===== config.mk =====
export PLATFORM = sky130hd
export DESIGN_NAME = hsv_to_rgb_converter
export DESIGN_NICKNAME = d
export VERILOG_FILES = /design/src/rtl/core/hsvc_pkg.sv /design/src/rtl/core/hsv_to_rgb_converter.sv /design/src/rtl/core/hsvc_front.sv /design/src/rtl/core/hsvc_back.sv
export SDC_FILE = /design/constraint.sdc
export NUM_CORES = 2
export LEC_CHECK = 0
export BUFFER_PORTS_ARGS = -buffer_cell sky130_fd_sc_hd__buf_2
export CAP_MARGIN = 30
export CORE_UTILIZATION = 58
export DETAILED_ROUTE_END_ITERATION = 12
export GPL_ROUTABILITY_DRIVEN = 1
export GPL_TIMING_DRIVEN = 0
export PLACE_DENSITY = 0.83
export SLEW_MARGIN = 25
export SYNTH_ARGS = -nofsm -noshare
export SYNTH_HDL_FRONTEND = slang
export SYNTH_SLANG_ARGS = --single-unit

===== constraint.sdc =====
create_clock -name clk -period 13.31 [get_ports clk]
set_input_delay 1.331 -clock clk [delete_from_list [all_inputs] [get_ports clk]]
set_output_delay 1.331 -clock clk [all_outputs]
set_load 0.005 [all_outputs]

===== src/rtl/core/hsvc_pkg.sv =====
// Shared formats, constants and item types of the HSV to RGB converter.
package hsvc_pkg;

  localparam int LEVEL_FRAC_BITS = 12;
  localparam int HUE_FRAC_BITS   = 4;

  localparam int HUE_W  = 16;
  localparam int LVL_W  = LEVEL_FRAC_BITS + 1;
  localparam int LVL_ONE = 2 ** LEVEL_FRAC_BITS;

  localparam int HUE_SECTOR = 60 * (2 ** HUE_FRAC_BITS);
  localparam int HUE_TURN   = 6 * HUE_SECTOR;

  // smallest multiple of a turn that lifts every hue to a non-negative value
  localparam int HUE_OFFSET = HUE_TURN * (((2 ** (HUE_W - 1)) + HUE_TURN - 1) / HUE_TURN);
  localparam int WRAP_W     = $clog2((2 ** (HUE_W - 1)) + HUE_OFFSET);
  localparam int TURN_RECIP = (2 ** WRAP_W) / HUE_TURN;
  localparam int TR_W       = $clog2(TURN_RECIP + 1);
  localparam int QUO_W      = $clog2(TURN_RECIP + 1);
  localparam int REM_W      = $clog2(2 * HUE_TURN);
  localparam int HW_W       = $clog2(HUE_TURN);
  localparam int T_W        = $clog2(HUE_SECTOR + 1);

  localparam int PROD_W     = 2 * LVL_W;
  localparam int CX_W       = $clog2(LVL_ONE * HUE_SECTOR + HUE_SECTOR / 2 + 1);
  localparam int SEC_RECIP  = (2 ** CX_W) / HUE_SECTOR;
  localparam int SR_W       = $clog2(SEC_RECIP + 1);

  typedef enum logic [2:0] {
    SEC_RED_YEL = 3'd0,
    SEC_YEL_GRN = 3'd1,
    SEC_GRN_CYN = 3'd2,
    SEC_CYN_BLU = 3'd3,
    SEC_BLU_MAG = 3'd4,
    SEC_MAG_RED = 3'd5
  } sector_t;

  typedef struct packed {
    logic signed [HUE_W-1:0] hue;
    logic [LVL_W-1:0]        saturation;
    logic [LVL_W-1:0]        brightness;
  } hsv_t;

  typedef struct packed {
    logic [LVL_W-1:0] red;
    logic [LVL_W-1:0] green;
    logic [LVL_W-1:0] blue;
  } rgb_t;

  typedef struct packed {
    sector_t          sector;
    logic [T_W-1:0]   t;
    logic [LVL_W-1:0] chroma;
    logic [LVL_W-1:0] m;
  } mid_t;

endpackage


===== src/rtl/core/hsv_to_rgb_converter.sv =====
// HSV to RGB converter top level: nine-stage pipeline with a shared stall.
//
//  channel | dir | handshake            | item
//  --------+-----+----------------------+------------------------------------
//  in      | in  | in_valid / in_stall  | hsv_t: hue, saturation, brightness
//  out     | out | out_valid / out_stall| rgb_t: red, green, blue
//
// One item per cycle while no stalled result is held; each result passes through
// nine register stages.
// Depth comes from the hue wrap and the divide by a sector, both done as
// reciprocal multiply and one-step correction over separate stages.
// Reset (rst_n low, synchronous) clears the valid bits only.
// A stalled result freezes every stage; in_stall rises in that same cycle.
module hsv_to_rgb_converter (
  input  logic           clk,
  input  logic           rst_n,
  input  logic           in_valid,
  output logic           in_stall,
  input  hsvc_pkg::hsv_t  in_pixel,
  output logic           out_valid,
  input  logic           out_stall,
  output hsvc_pkg::rgb_t  out_pixel
);
  import hsvc_pkg::*;

  logic en;
  logic mid_valid;
  mid_t mid;

  assign en       = !(out_valid && out_stall);
  assign in_stall = !en;

  hsvc_front u_front (
    .clk       (clk),
    .rst_n     (rst_n),
    .en        (en),
    .in_valid  (in_valid),
    .in_pixel  (in_pixel),
    .mid_valid (mid_valid),
    .mid       (mid)
  );

  hsvc_back u_back (
    .clk       (clk),
    .rst_n     (rst_n),
    .en        (en),
    .mid_valid (mid_valid),
    .mid       (mid),
    .out_valid (out_valid),
    .out_pixel (out_pixel)
  );

endmodule


===== src/rtl/core/hsvc_front.sv =====
// Front pipeline: level clamp, chroma product, hue wrap, sector and offset.
module hsvc_front (
  input  logic          clk,
  input  logic          rst_n,
  input  logic          en,
  input  logic          in_valid,
  input  hsvc_pkg::hsv_t in_pixel,
  output logic          mid_valid,
  output hsvc_pkg::mid_t mid
);
  import hsvc_pkg::*;

  localparam int QP_W = WRAP_W + TR_W;

  logic [4:0] vld_r;

  // stage 1
  logic [WRAP_W-1:0] u1_r, u1_nxt;
  logic [LVL_W-1:0]  s1_r, s1_nxt, v1_r, v1_nxt;
  // stage 2
  logic [QP_W-1:0]   qprod;
  logic [QUO_W-1:0]  qe2_r, qe2_nxt;
  logic [WRAP_W-1:0] u2_r;
  logic [PROD_W-1:0] p2_r, p2_nxt;
  logic [LVL_W-1:0]  v2_r;
  // stage 3
  logic [REM_W-1:0]  r3_r, r3_nxt;
  logic [LVL_W-1:0]  c3_r, c3_nxt, v3_r;
  // stage 4
  logic [HW_W-1:0]   hw4_r, hw4_nxt;
  logic [LVL_W-1:0]  c4_r, m4_r, m4_nxt;
  // stage 5
  sector_t           sec5_r, sec5_nxt;
  logic [T_W-1:0]    t5_r, t5_nxt;
  logic [LVL_W-1:0]  c5_r, m5_r;
  logic [HW_W-1:0]   base, f;

  always_comb begin
    u1_nxt = WRAP_W'(in_pixel.hue) + WRAP_W'(HUE_OFFSET);
    s1_nxt = (in_pixel.saturation > LVL_W'(LVL_ONE)) ? LVL_W'(LVL_ONE) : in_pixel.saturation;
    v1_nxt = (in_pixel.brightness > LVL_W'(LVL_ONE)) ? LVL_W'(LVL_ONE) : in_pixel.brightness;

    qprod   = QP_W'(u1_r) * QP_W'(TURN_RECIP);
    qe2_nxt = QUO_W'(qprod >> WRAP_W);
    p2_nxt  = PROD_W'(v1_r) * PROD_W'(s1_r);

    r3_nxt = REM_W'(u2_r - (WRAP_W'(qe2_r) * WRAP_W'(HUE_TURN)));
    c3_nxt = LVL_W'((p2_r + PROD_W'(LVL_ONE / 2)) >> LEVEL_FRAC_BITS);

    hw4_nxt = (r3_r >= REM_W'(HUE_TURN)) ? HW_W'(r3_r - REM_W'(HUE_TURN)) : HW_W'(r3_r);
    m4_nxt  = v3_r - c3_r;

    priority if (hw4_r >= HW_W'(5 * HUE_SECTOR)) begin
      sec5_nxt = SEC_MAG_RED;
      base     = HW_W'(5 * HUE_SECTOR);
    end else if (hw4_r >= HW_W'(4 * HUE_SECTOR)) begin
      sec5_nxt = SEC_BLU_MAG;
      base     = HW_W'(4 * HUE_SECTOR);
    end else if (hw4_r >= HW_W'(3 * HUE_SECTOR)) begin
      sec5_nxt = SEC_CYN_BLU;
      base     = HW_W'(3 * HUE_SECTOR);
    end else if (hw4_r >= HW_W'(2 * HUE_SECTOR)) begin
      sec5_nxt = SEC_GRN_CYN;
      base     = HW_W'(2 * HUE_SECTOR);
    end else if (hw4_r >= HW_W'(HUE_SECTOR)) begin
      sec5_nxt = SEC_YEL_GRN;
      base     = HW_W'(HUE_SECTOR);
    end else begin
      sec5_nxt = SEC_RED_YEL;
      base     = '0;
    end
    f = hw4_r - base;
    // falling edge of the ramp in odd sectors
    t5_nxt = sec5_nxt[0] ? (T_W'(HUE_SECTOR) - T_W'(f)) : T_W'(f);
  end

  always_ff @(posedge clk) begin
    if (!rst_n) begin
      vld_r <= '0;
    end else if (en) begin
      vld_r <= {vld_r[3:0], in_valid};
    end
  end

  always_ff @(posedge clk) begin
    if (en) begin
      u1_r   <= u1_nxt;
      s1_r   <= s1_nxt;
      v1_r   <= v1_nxt;
      qe2_r  <= qe2_nxt;
      u2_r   <= u1_r;
      p2_r   <= p2_nxt;
      v2_r   <= v1_r;
      r3_r   <= r3_nxt;
      c3_r   <= c3_nxt;
      v3_r   <= v2_r;
      hw4_r  <= hw4_nxt;
      c4_r   <= c3_r;
      m4_r   <= m4_nxt;
      sec5_r <= sec5_nxt;
      t5_r   <= t5_nxt;
      c5_r   <= c4_r;
      m5_r   <= m4_r;
    end
  end

  assign mid_valid  = vld_r[4];
  assign mid.sector = sec5_r;
  assign mid.t      = t5_r;
  assign mid.chroma = c5_r;
  assign mid.m      = m5_r;

endmodule


===== src/rtl/core/hsvc_back.sv =====
// Back pipeline: X by reciprocal division, sector placement, offset add.
module hsvc_back (
  input  logic           clk,
  input  logic           rst_n,
  input  logic           en,
  input  logic           mid_valid,
  input  hsvc_pkg::mid_t  mid,
  output logic           out_valid,
  output hsvc_pkg::rgb_t  out_pixel
);
  import hsvc_pkg::*;

  localparam int XP_W = CX_W + SR_W;

  logic [3:0] vld_r;

  // stage 6
  logic [CX_W-1:0]  cx6_r, cx6_nxt;
  sector_t          sec6_r, sec7_r, sec8_r;
  logic [LVL_W-1:0] c6_r, c7_r, c8_r;
  logic [LVL_W-1:0] m6_r, m7_r, m8_r;
  // stage 7
  logic [XP_W-1:0]  xprod;
  logic [LVL_W-1:0] xe7_r, xe7_nxt;
  logic [CX_W-1:0]  cx7_r;
  // stage 8
  logic [CX_W-1:0]  rem;
  logic [LVL_W-1:0] x8_r, x8_nxt;
  // stage 9
  logic [LVL_W-1:0] r_sel, g_sel, b_sel;
  rgb_t             pix9_r, pix9_nxt;

  always_comb begin
    cx6_nxt = (CX_W'(mid.chroma) * CX_W'(mid.t)) + CX_W'(HUE_SECTOR / 2);

    // estimate is exact or one low
    xprod   = XP_W'(cx6_r) * XP_W'(SEC_RECIP);
    xe7_nxt = LVL_W'(xprod >> CX_W);

    rem    = cx7_r - (CX_W'(xe7_r) * CX_W'(HUE_SECTOR));
    x8_nxt = (rem >= CX_W'(HUE_SECTOR)) ? (xe7_r + LVL_W'(1)) : xe7_r;

    unique case (sec8_r)
      SEC_RED_YEL: begin r_sel = c8_r; g_sel = x8_r; b_sel = '0;   end
      SEC_YEL_GRN: begin r_sel = x8_r; g_sel = c8_r; b_sel = '0;   end
      SEC_GRN_CYN: begin r_sel = '0;   g_sel = c8_r; b_sel = x8_r; end
      SEC_CYN_BLU: begin r_sel = '0;   g_sel = x8_r; b_sel = c8_r; end
      SEC_BLU_MAG: begin r_sel = x8_r; g_sel = '0;   b_sel = c8_r; end
      default:     begin r_sel = c8_r; g_sel = '0;   b_sel = x8_r; end
    endcase
    pix9_nxt.red   = r_sel + m8_r;
    pix9_nxt.green = g_sel + m8_r;
    pix9_nxt.blue  = b_sel + m8_r;
  end

  always_ff @(posedge clk) begin
    if (!rst_n) begin
      vld_r <= '0;
    end else if (en) begin
      vld_r <= {vld_r[2:0], mid_valid};
    end
  end

  always_ff @(posedge clk) begin
    if (en) begin
      cx6_r  <= cx6_nxt;
      sec6_r <= mid.sector;
      c6_r   <= mid.chroma;
      m6_r   <= mid.m;
      xe7_r  <= xe7_nxt;
      cx7_r  <= cx6_r;
      sec7_r <= sec6_r;
      c7_r   <= c6_r;
      m7_r   <= m6_r;
      x8_r   <= x8_nxt;
      sec8_r <= sec7_r;
      c8_r   <= c7_r;
      m8_r   <= m7_r;
      pix9_r <= pix9_nxt;
    end
  end

  assign out_valid = vld_r[3];
  assign out_pixel = pix9_r;

endmodule


# After elaboration in Yosys (flattened, before gate mapping)
# Index checks and enable logic that the tools add are counted.
[op_classes] add_sub_neg=13 mul=6 div_mod_pow=0 order_cmp=9 eq_ne=4 shifts=0 mux=16 n_bitwise=0 reduce_logical=9
[op_table] op="13-bit one-hot mux with 2 select lines" n=3
[op_table] op="10-bit 2-to-1 mux" n=6
[op_table] op="13-bit adder" n=3
[op_table] op="22-bit by 13-bit multiplier with 35-bit output, second input constant" n=1
[op_table] op="13-bit by 12-bit greater-or-equal comparator with 1-bit output, second input constant" n=2
[op_table] op="13-bit > comparator, second input constant" n=2
[op_table] op="13-bit 2-to-1 mux" n=2
[op_table] op="25-bit by 12-bit adder with 25-bit output, second input constant" n=1
[op_table] op="13-bit by 13-bit multiplier with 25-bit output" n=1
[op_table] op="22-bit by 9-bit adder with 22-bit output, second input constant" n=1
[op_table] op="22-bit by 10-bit greater-or-equal comparator with 1-bit output, second input constant" n=1
[op_table] op="13-bit by 10-bit multiplier with 22-bit output" n=1
[op_table] op="22-bit subtractor" n=1
[op_table] op="17-bit by 4-bit multiplier with 21-bit output, second input constant" n=1
[op_table] op="16-bit by 17-bit adder with 17-bit output, second input constant" n=1
[op_table] op="13-bit by 4-bit multiplier with 16-bit output, second input constant" n=1
[op_table] op="14-bit by 13-bit greater-or-equal comparator with 1-bit output, second input constant" n=1
[op_table] op="2-bit OR reduction" n=7
[op_table] op="14-bit subtractor" n=1
[op_table] op="13-bit by 1-bit adder with 13-bit output, second input constant" n=1
[op_table] op="13-bit by 10-bit greater-or-equal comparator with 1-bit output, second input constant" n=1
[op_table] op="13-bit by 11-bit greater-or-equal comparator with 1-bit output, second input constant" n=1
[op_table] op="13-bit greater-or-equal comparator, second input constant" n=1
[op_table] op="13-bit subtractor" n=1
[op_table] op="other kinds (11)" n=15
[totals] ff_bits=423 latchBits=0 mem_bits_rw=0 rom_bits=0 out_inout_bits=41 word_cells=93 mem_count=0

# Depth between registers and ports, before layout
[depth] depth_word=9 ltp_mapped=25

# Modules after synthesis
# A second synthesis with hierarchy kept.
[hier_totals] cells_unflattened=2847 hier_area_um2=31819.3
[by_module_without_submodules] module="hsvc_back" n_inst=1 cells_per_inst=1556 area_each_um2=16891.2 seq_area_each_um2=5785.5
[by_module_without_submodules] module="hsvc_front" n_inst=1 cells_per_inst=1289 area_each_um2=14918.1 seq_area_each_um2=6316.1
[by_module_without_submodules] module="hsv_to_rgb_converter" n_inst=1 cells_per_inst=2 area_each_um2=10.0 seq_area_each_um2=0.0

# Least setup slack after synthesis
# Ideal clock, no wire load.
[synth_path] path_type="input port to output port" startpoint="in out_stall" endpoint="out in_stall" arrival_ns=12.668 setup_slack_ns=-0.689 stages=2 path_cell_list="nand2_1 -> clkinv_1"
[synth_between] elab_chain_cells=1
[synth_lines] element="start: declaration" line="hsv_to_rgb_converter.sv:21" source="input logic out_stall,"
[synth_lines] element="1-bit logical AND" line="hsv_to_rgb_converter.sv:30" source="assign en = !(out_valid && out_stall);"
[synth_lines] element="end: declaration" line="hsv_to_rgb_converter.sv:18" source="output logic in_stall,"
# Every way passes these cells.

# Worst setup path in the final report
[layout_path] startpoint="reg u_front.v1_r[5]" endpoint="reg u_front.p2_r[18], data pin"
[layout_between] elab_chain_cells=1
[layout_lines] element="start: declaration" line="hsvc_front.sv:19" source="logic [LVL_W-1:0] s1_r, s1_nxt, v1_r, v1_nxt;"
[layout_lines] element="start signal: assignment" line="hsvc_front.sv:89" source="v1_r <= v1_nxt;"
[layout_lines] element="13-bit by 13-bit multiplier with 25-bit output" line="hsvc_front.sv:45" source="p2_nxt = PROD_W'(v1_r) * PROD_W'(s1_r);"
[layout_lines] element="named net u_front.p2_nxt[18]" line="hsvc_front.sv:24" source="logic [PROD_W-1:0] p2_r, p2_nxt;"
[layout_lines] element="end signal: assignment" line="hsvc_front.sv:92" source="p2_r <= p2_nxt;"
[layout_lines] element="end: declaration" line="hsvc_front.sv:24"
# The timed path passes the listed nets, and every way through them passes these cells.
# A chain may end at the register's enable or synchronous reset.

==> results.toml <==
[yosys]
syn_inst = 2837
synth.yosys.seq_area_share_pct = 38.2
postSynthAreaPerCell_um2 = 11.2
syn_area_um2 = 31700
synth_nets = 3521
synth_area_leaders = "edfxtp_1 38%, fa_1 18%, ha_1 14%, inv_1 5.5%, nand2_1 3.5%"
yosys_most_used_dff = "edfxtp_1"
synth_cell_types = 71
postSynthRegisterBits = 406
postSynth.asyncResetShare_pct = 0
netlist.area_leader.share_pct = 37.6
synth_enable_flop_cells = 397
yosys_warnings = 0
yosys.area.top_type = "edfxtp_1"

[die]
fp.dieArea_um2 = 55600
chipHeight_um = 236
die_width_um = 236
core_area_um2 = 53900
start_util_pct = 58.7
site_row_count = 85
io_pins = 87

[finish]
layout.cells.most_common_list = "463 x inv_1, 397 x edfxtp_1, 361 x ha_1, 293 x nand2_1, 277 x fa_1"
multi_input_area_um2 = 17600
post-route-util_pct = 64.1
diodes = 0
instances_no_fill = 3701
layout.area.seq_um2 = 12100
final_layout_size_suffix_gt1_share_pct = 6.06
design.final.nets = 3657
fillCellCount = 4016
layout-area-overhead-vs-synth_pct = 9.07
mostFrequentLayoutCell = "inv_1"

[sta]
setup_viol = 0
drv_slew = 0
finClkSkew_ps = 37.8
max_clock_freq_mhz = 150
period_needed_ps = 6650
max_slew.worst_pin.slew_ps = 909
final_hold_viols = 0
min_period_over_period_pct = 50.0
grt_setup_unrepaired = "no"
worst_slew_margin_rel_pct = 38.9
timing.setup.tns_ps = 0

[cts]
tritoncts = "done"
clkSlewWorstSetupHoldPaths_ps = 70
post_cts_resized = 0
cts_hold_repair.buffers = 0
numCtsBuffers = 44
cts_setup_buffers = 0
clkSinkCount = 406
insertion_delay_ps = 590
clock-root-buffer = "clkbuf_16"
cts_htree_levels = 2
ctsLongestPathBuffers = 3

[critical_path]
worst_setup_path_end_kind = "register"
crit_type = "reg -> reg"
critical_path_arrival_ps = 6990
path_max_fanout = 10
worst_ep_required_time_ps = 13650
worst_setup_path_start_kind = "register"

[placement]
dp.cells = 3623
place.gp.congestion = 0.923
io_buffers = 86
post-dp-hpwl_um = 49000

[route]
ant_nets = 0
met3_wirelength_um = 3180
dr.pass1.iters = 5
num_vias = 20600
routedLengthMet1_um = 25500
met2_wirelength_um = 32400
routed.top_layer = "met4"
drt_iter0_markers = 1070
post-route-drc-count = 0
routed_wirelength_um = 63100
detail_route.vias_per_cell = 5.57
routed_wire_length_per_instance_um = 17.1

[global_routing]
first_global_vias = 21800
globalRouteTotalUtil_pct = 23.4
largest_net_degree_at_the_start_of_global_routing = 107
grt_first_pass_wirelength_um = 105000
globalRouteOverflowTotal = 0
antenna_violations_before_repair = 0

[min_path]
holdCritPathClass = "reg -> reg"

[job]
maxCapViolations = 0

[run_status]
status = "completed"
## state kept, by name, summed over array words and instances, names as in the netlist, 14 cells and up
name,count
u_back.out_pixel,39
u_front.r3_r,14
u_back.cx7_r,16
u_front.u2_r,14
u_front.p2_r,14
u_back.cx6_r,22
u_front.u1_r,17
## per-stage QoR
stage                     instance area [um^2]  setup WS (ps)  hold slack, ps
after global routing                     34600           6290             414
final                                    34600           6660             411
after floorplan                          31700           4170             400
after global placement                   33000           1590             400
after detailed placement                 33100           6700             405
after CTS                                34600           6670             409
## cell usage after synthesis, types with 9 or more instances
| master | n |
|---|---|
| inv_1 | 463 |
| edfxtp_1 | 397 |
| ha_1 | 361 |
| nand2_1 | 294 |
| fa_1 | 277 |
| and2_1 | 121 |
| xnor2_1 | 117 |
| a21oi_1 | 103 |
| nor2_1 | 93 |
| clkbuf_1 | 69 |
| o21ai_0 | 56 |
| xor2_1 | 53 |
| nand3_1 | 46 |
| nor2b_1 | 44 |
| a21o_1 | 31 |
| nor3_1 | 26 |
| a21boi_0 | 25 |
| nand2b_1 | 20 |
| a211oi_1 | 19 |
| o21a_1 | 19 |
| o21bai_1 | 15 |
| and3_1 | 13 |
| mux2i_1 | 13 |
| o221ai_1 | 12 |
| a22oi_1 | 11 |
| o2111ai_1 | 10 |
| a31oi_1 | 9 |
| dfxtp_1 | 9 |
## worst paths after layout
path                                      start                         end  slack [ps]  depth (start not counted)
hold reg to reg       u_front.v2_r[2]$_DFFE_PN_   u_front.v3_r[2]$_DFFE_PN_         410                          0
setup / recovery  u_front.v1_r[5]$_SDFFCE_PN0N_  u_front.p2_r[18]$_DFFE_PN_        6660                         20
setup reg to reg  u_front.v1_r[5]$_SDFFCE_PN0N_  u_front.p2_r[18]$_DFFE_PN_        6660                         20
hold / removal        u_front.v2_r[2]$_DFFE_PN_   u_front.v3_r[2]$_DFFE_PN_         410                          0
## routing by layer
metal	GRT usage, %	vias up
met3	4.05	153
met2	42.7	582
li1	-	9767
met5	0	-
met1	27.9	10100
met4	7.96	0
## worst max-delay path, cell delays in order, from the launching register on
cell and delay [ps]:
edfxtp_1 520, clkbuf_1 490, nand2_1 160, fa_1 580, inv_1 60, fa_1 510
fa_1 520, inv_1 50, fa_1 470, fa_1 560, inv_1 40, ha_1 300
a2111oi_0 410, o21ai_0 210, o2111ai_1 300, a211oi_1 220, a31o_2 320, a21o_1 200
a21o_1 200, a21oi_1 180, xnor2_1 80
## cells by family after synthesis
kind of cell / Yosys count / synth area share (%)
buffers and inverters: 541 / 6.43
xor gates and xnor gates: 170 / 4.70
muxes: 14 / 0.446
and+or+nand+nor: 705 / 10.8
DFF: 406 / 38.2
adders and majority gates: 638 / 31.8
AOI/OAI and AO/OA: 363 / 7.67
## final cells by class
type	count	area share, %
Buffer	77	0.858
Clock buffer	48	3.23
Clock inverter	30	0.956
Inverter	464	5.04
Multi-Input combinational cell	1890	50.8
Sequential cell	406	35.0
Tap cell	696	2.52
Timing Repair Buffer	90	1.56
Power is left out: the tool's default activity adds up to more than one toggle a clock period on the data nets, which glitch-free logic cannot reach.
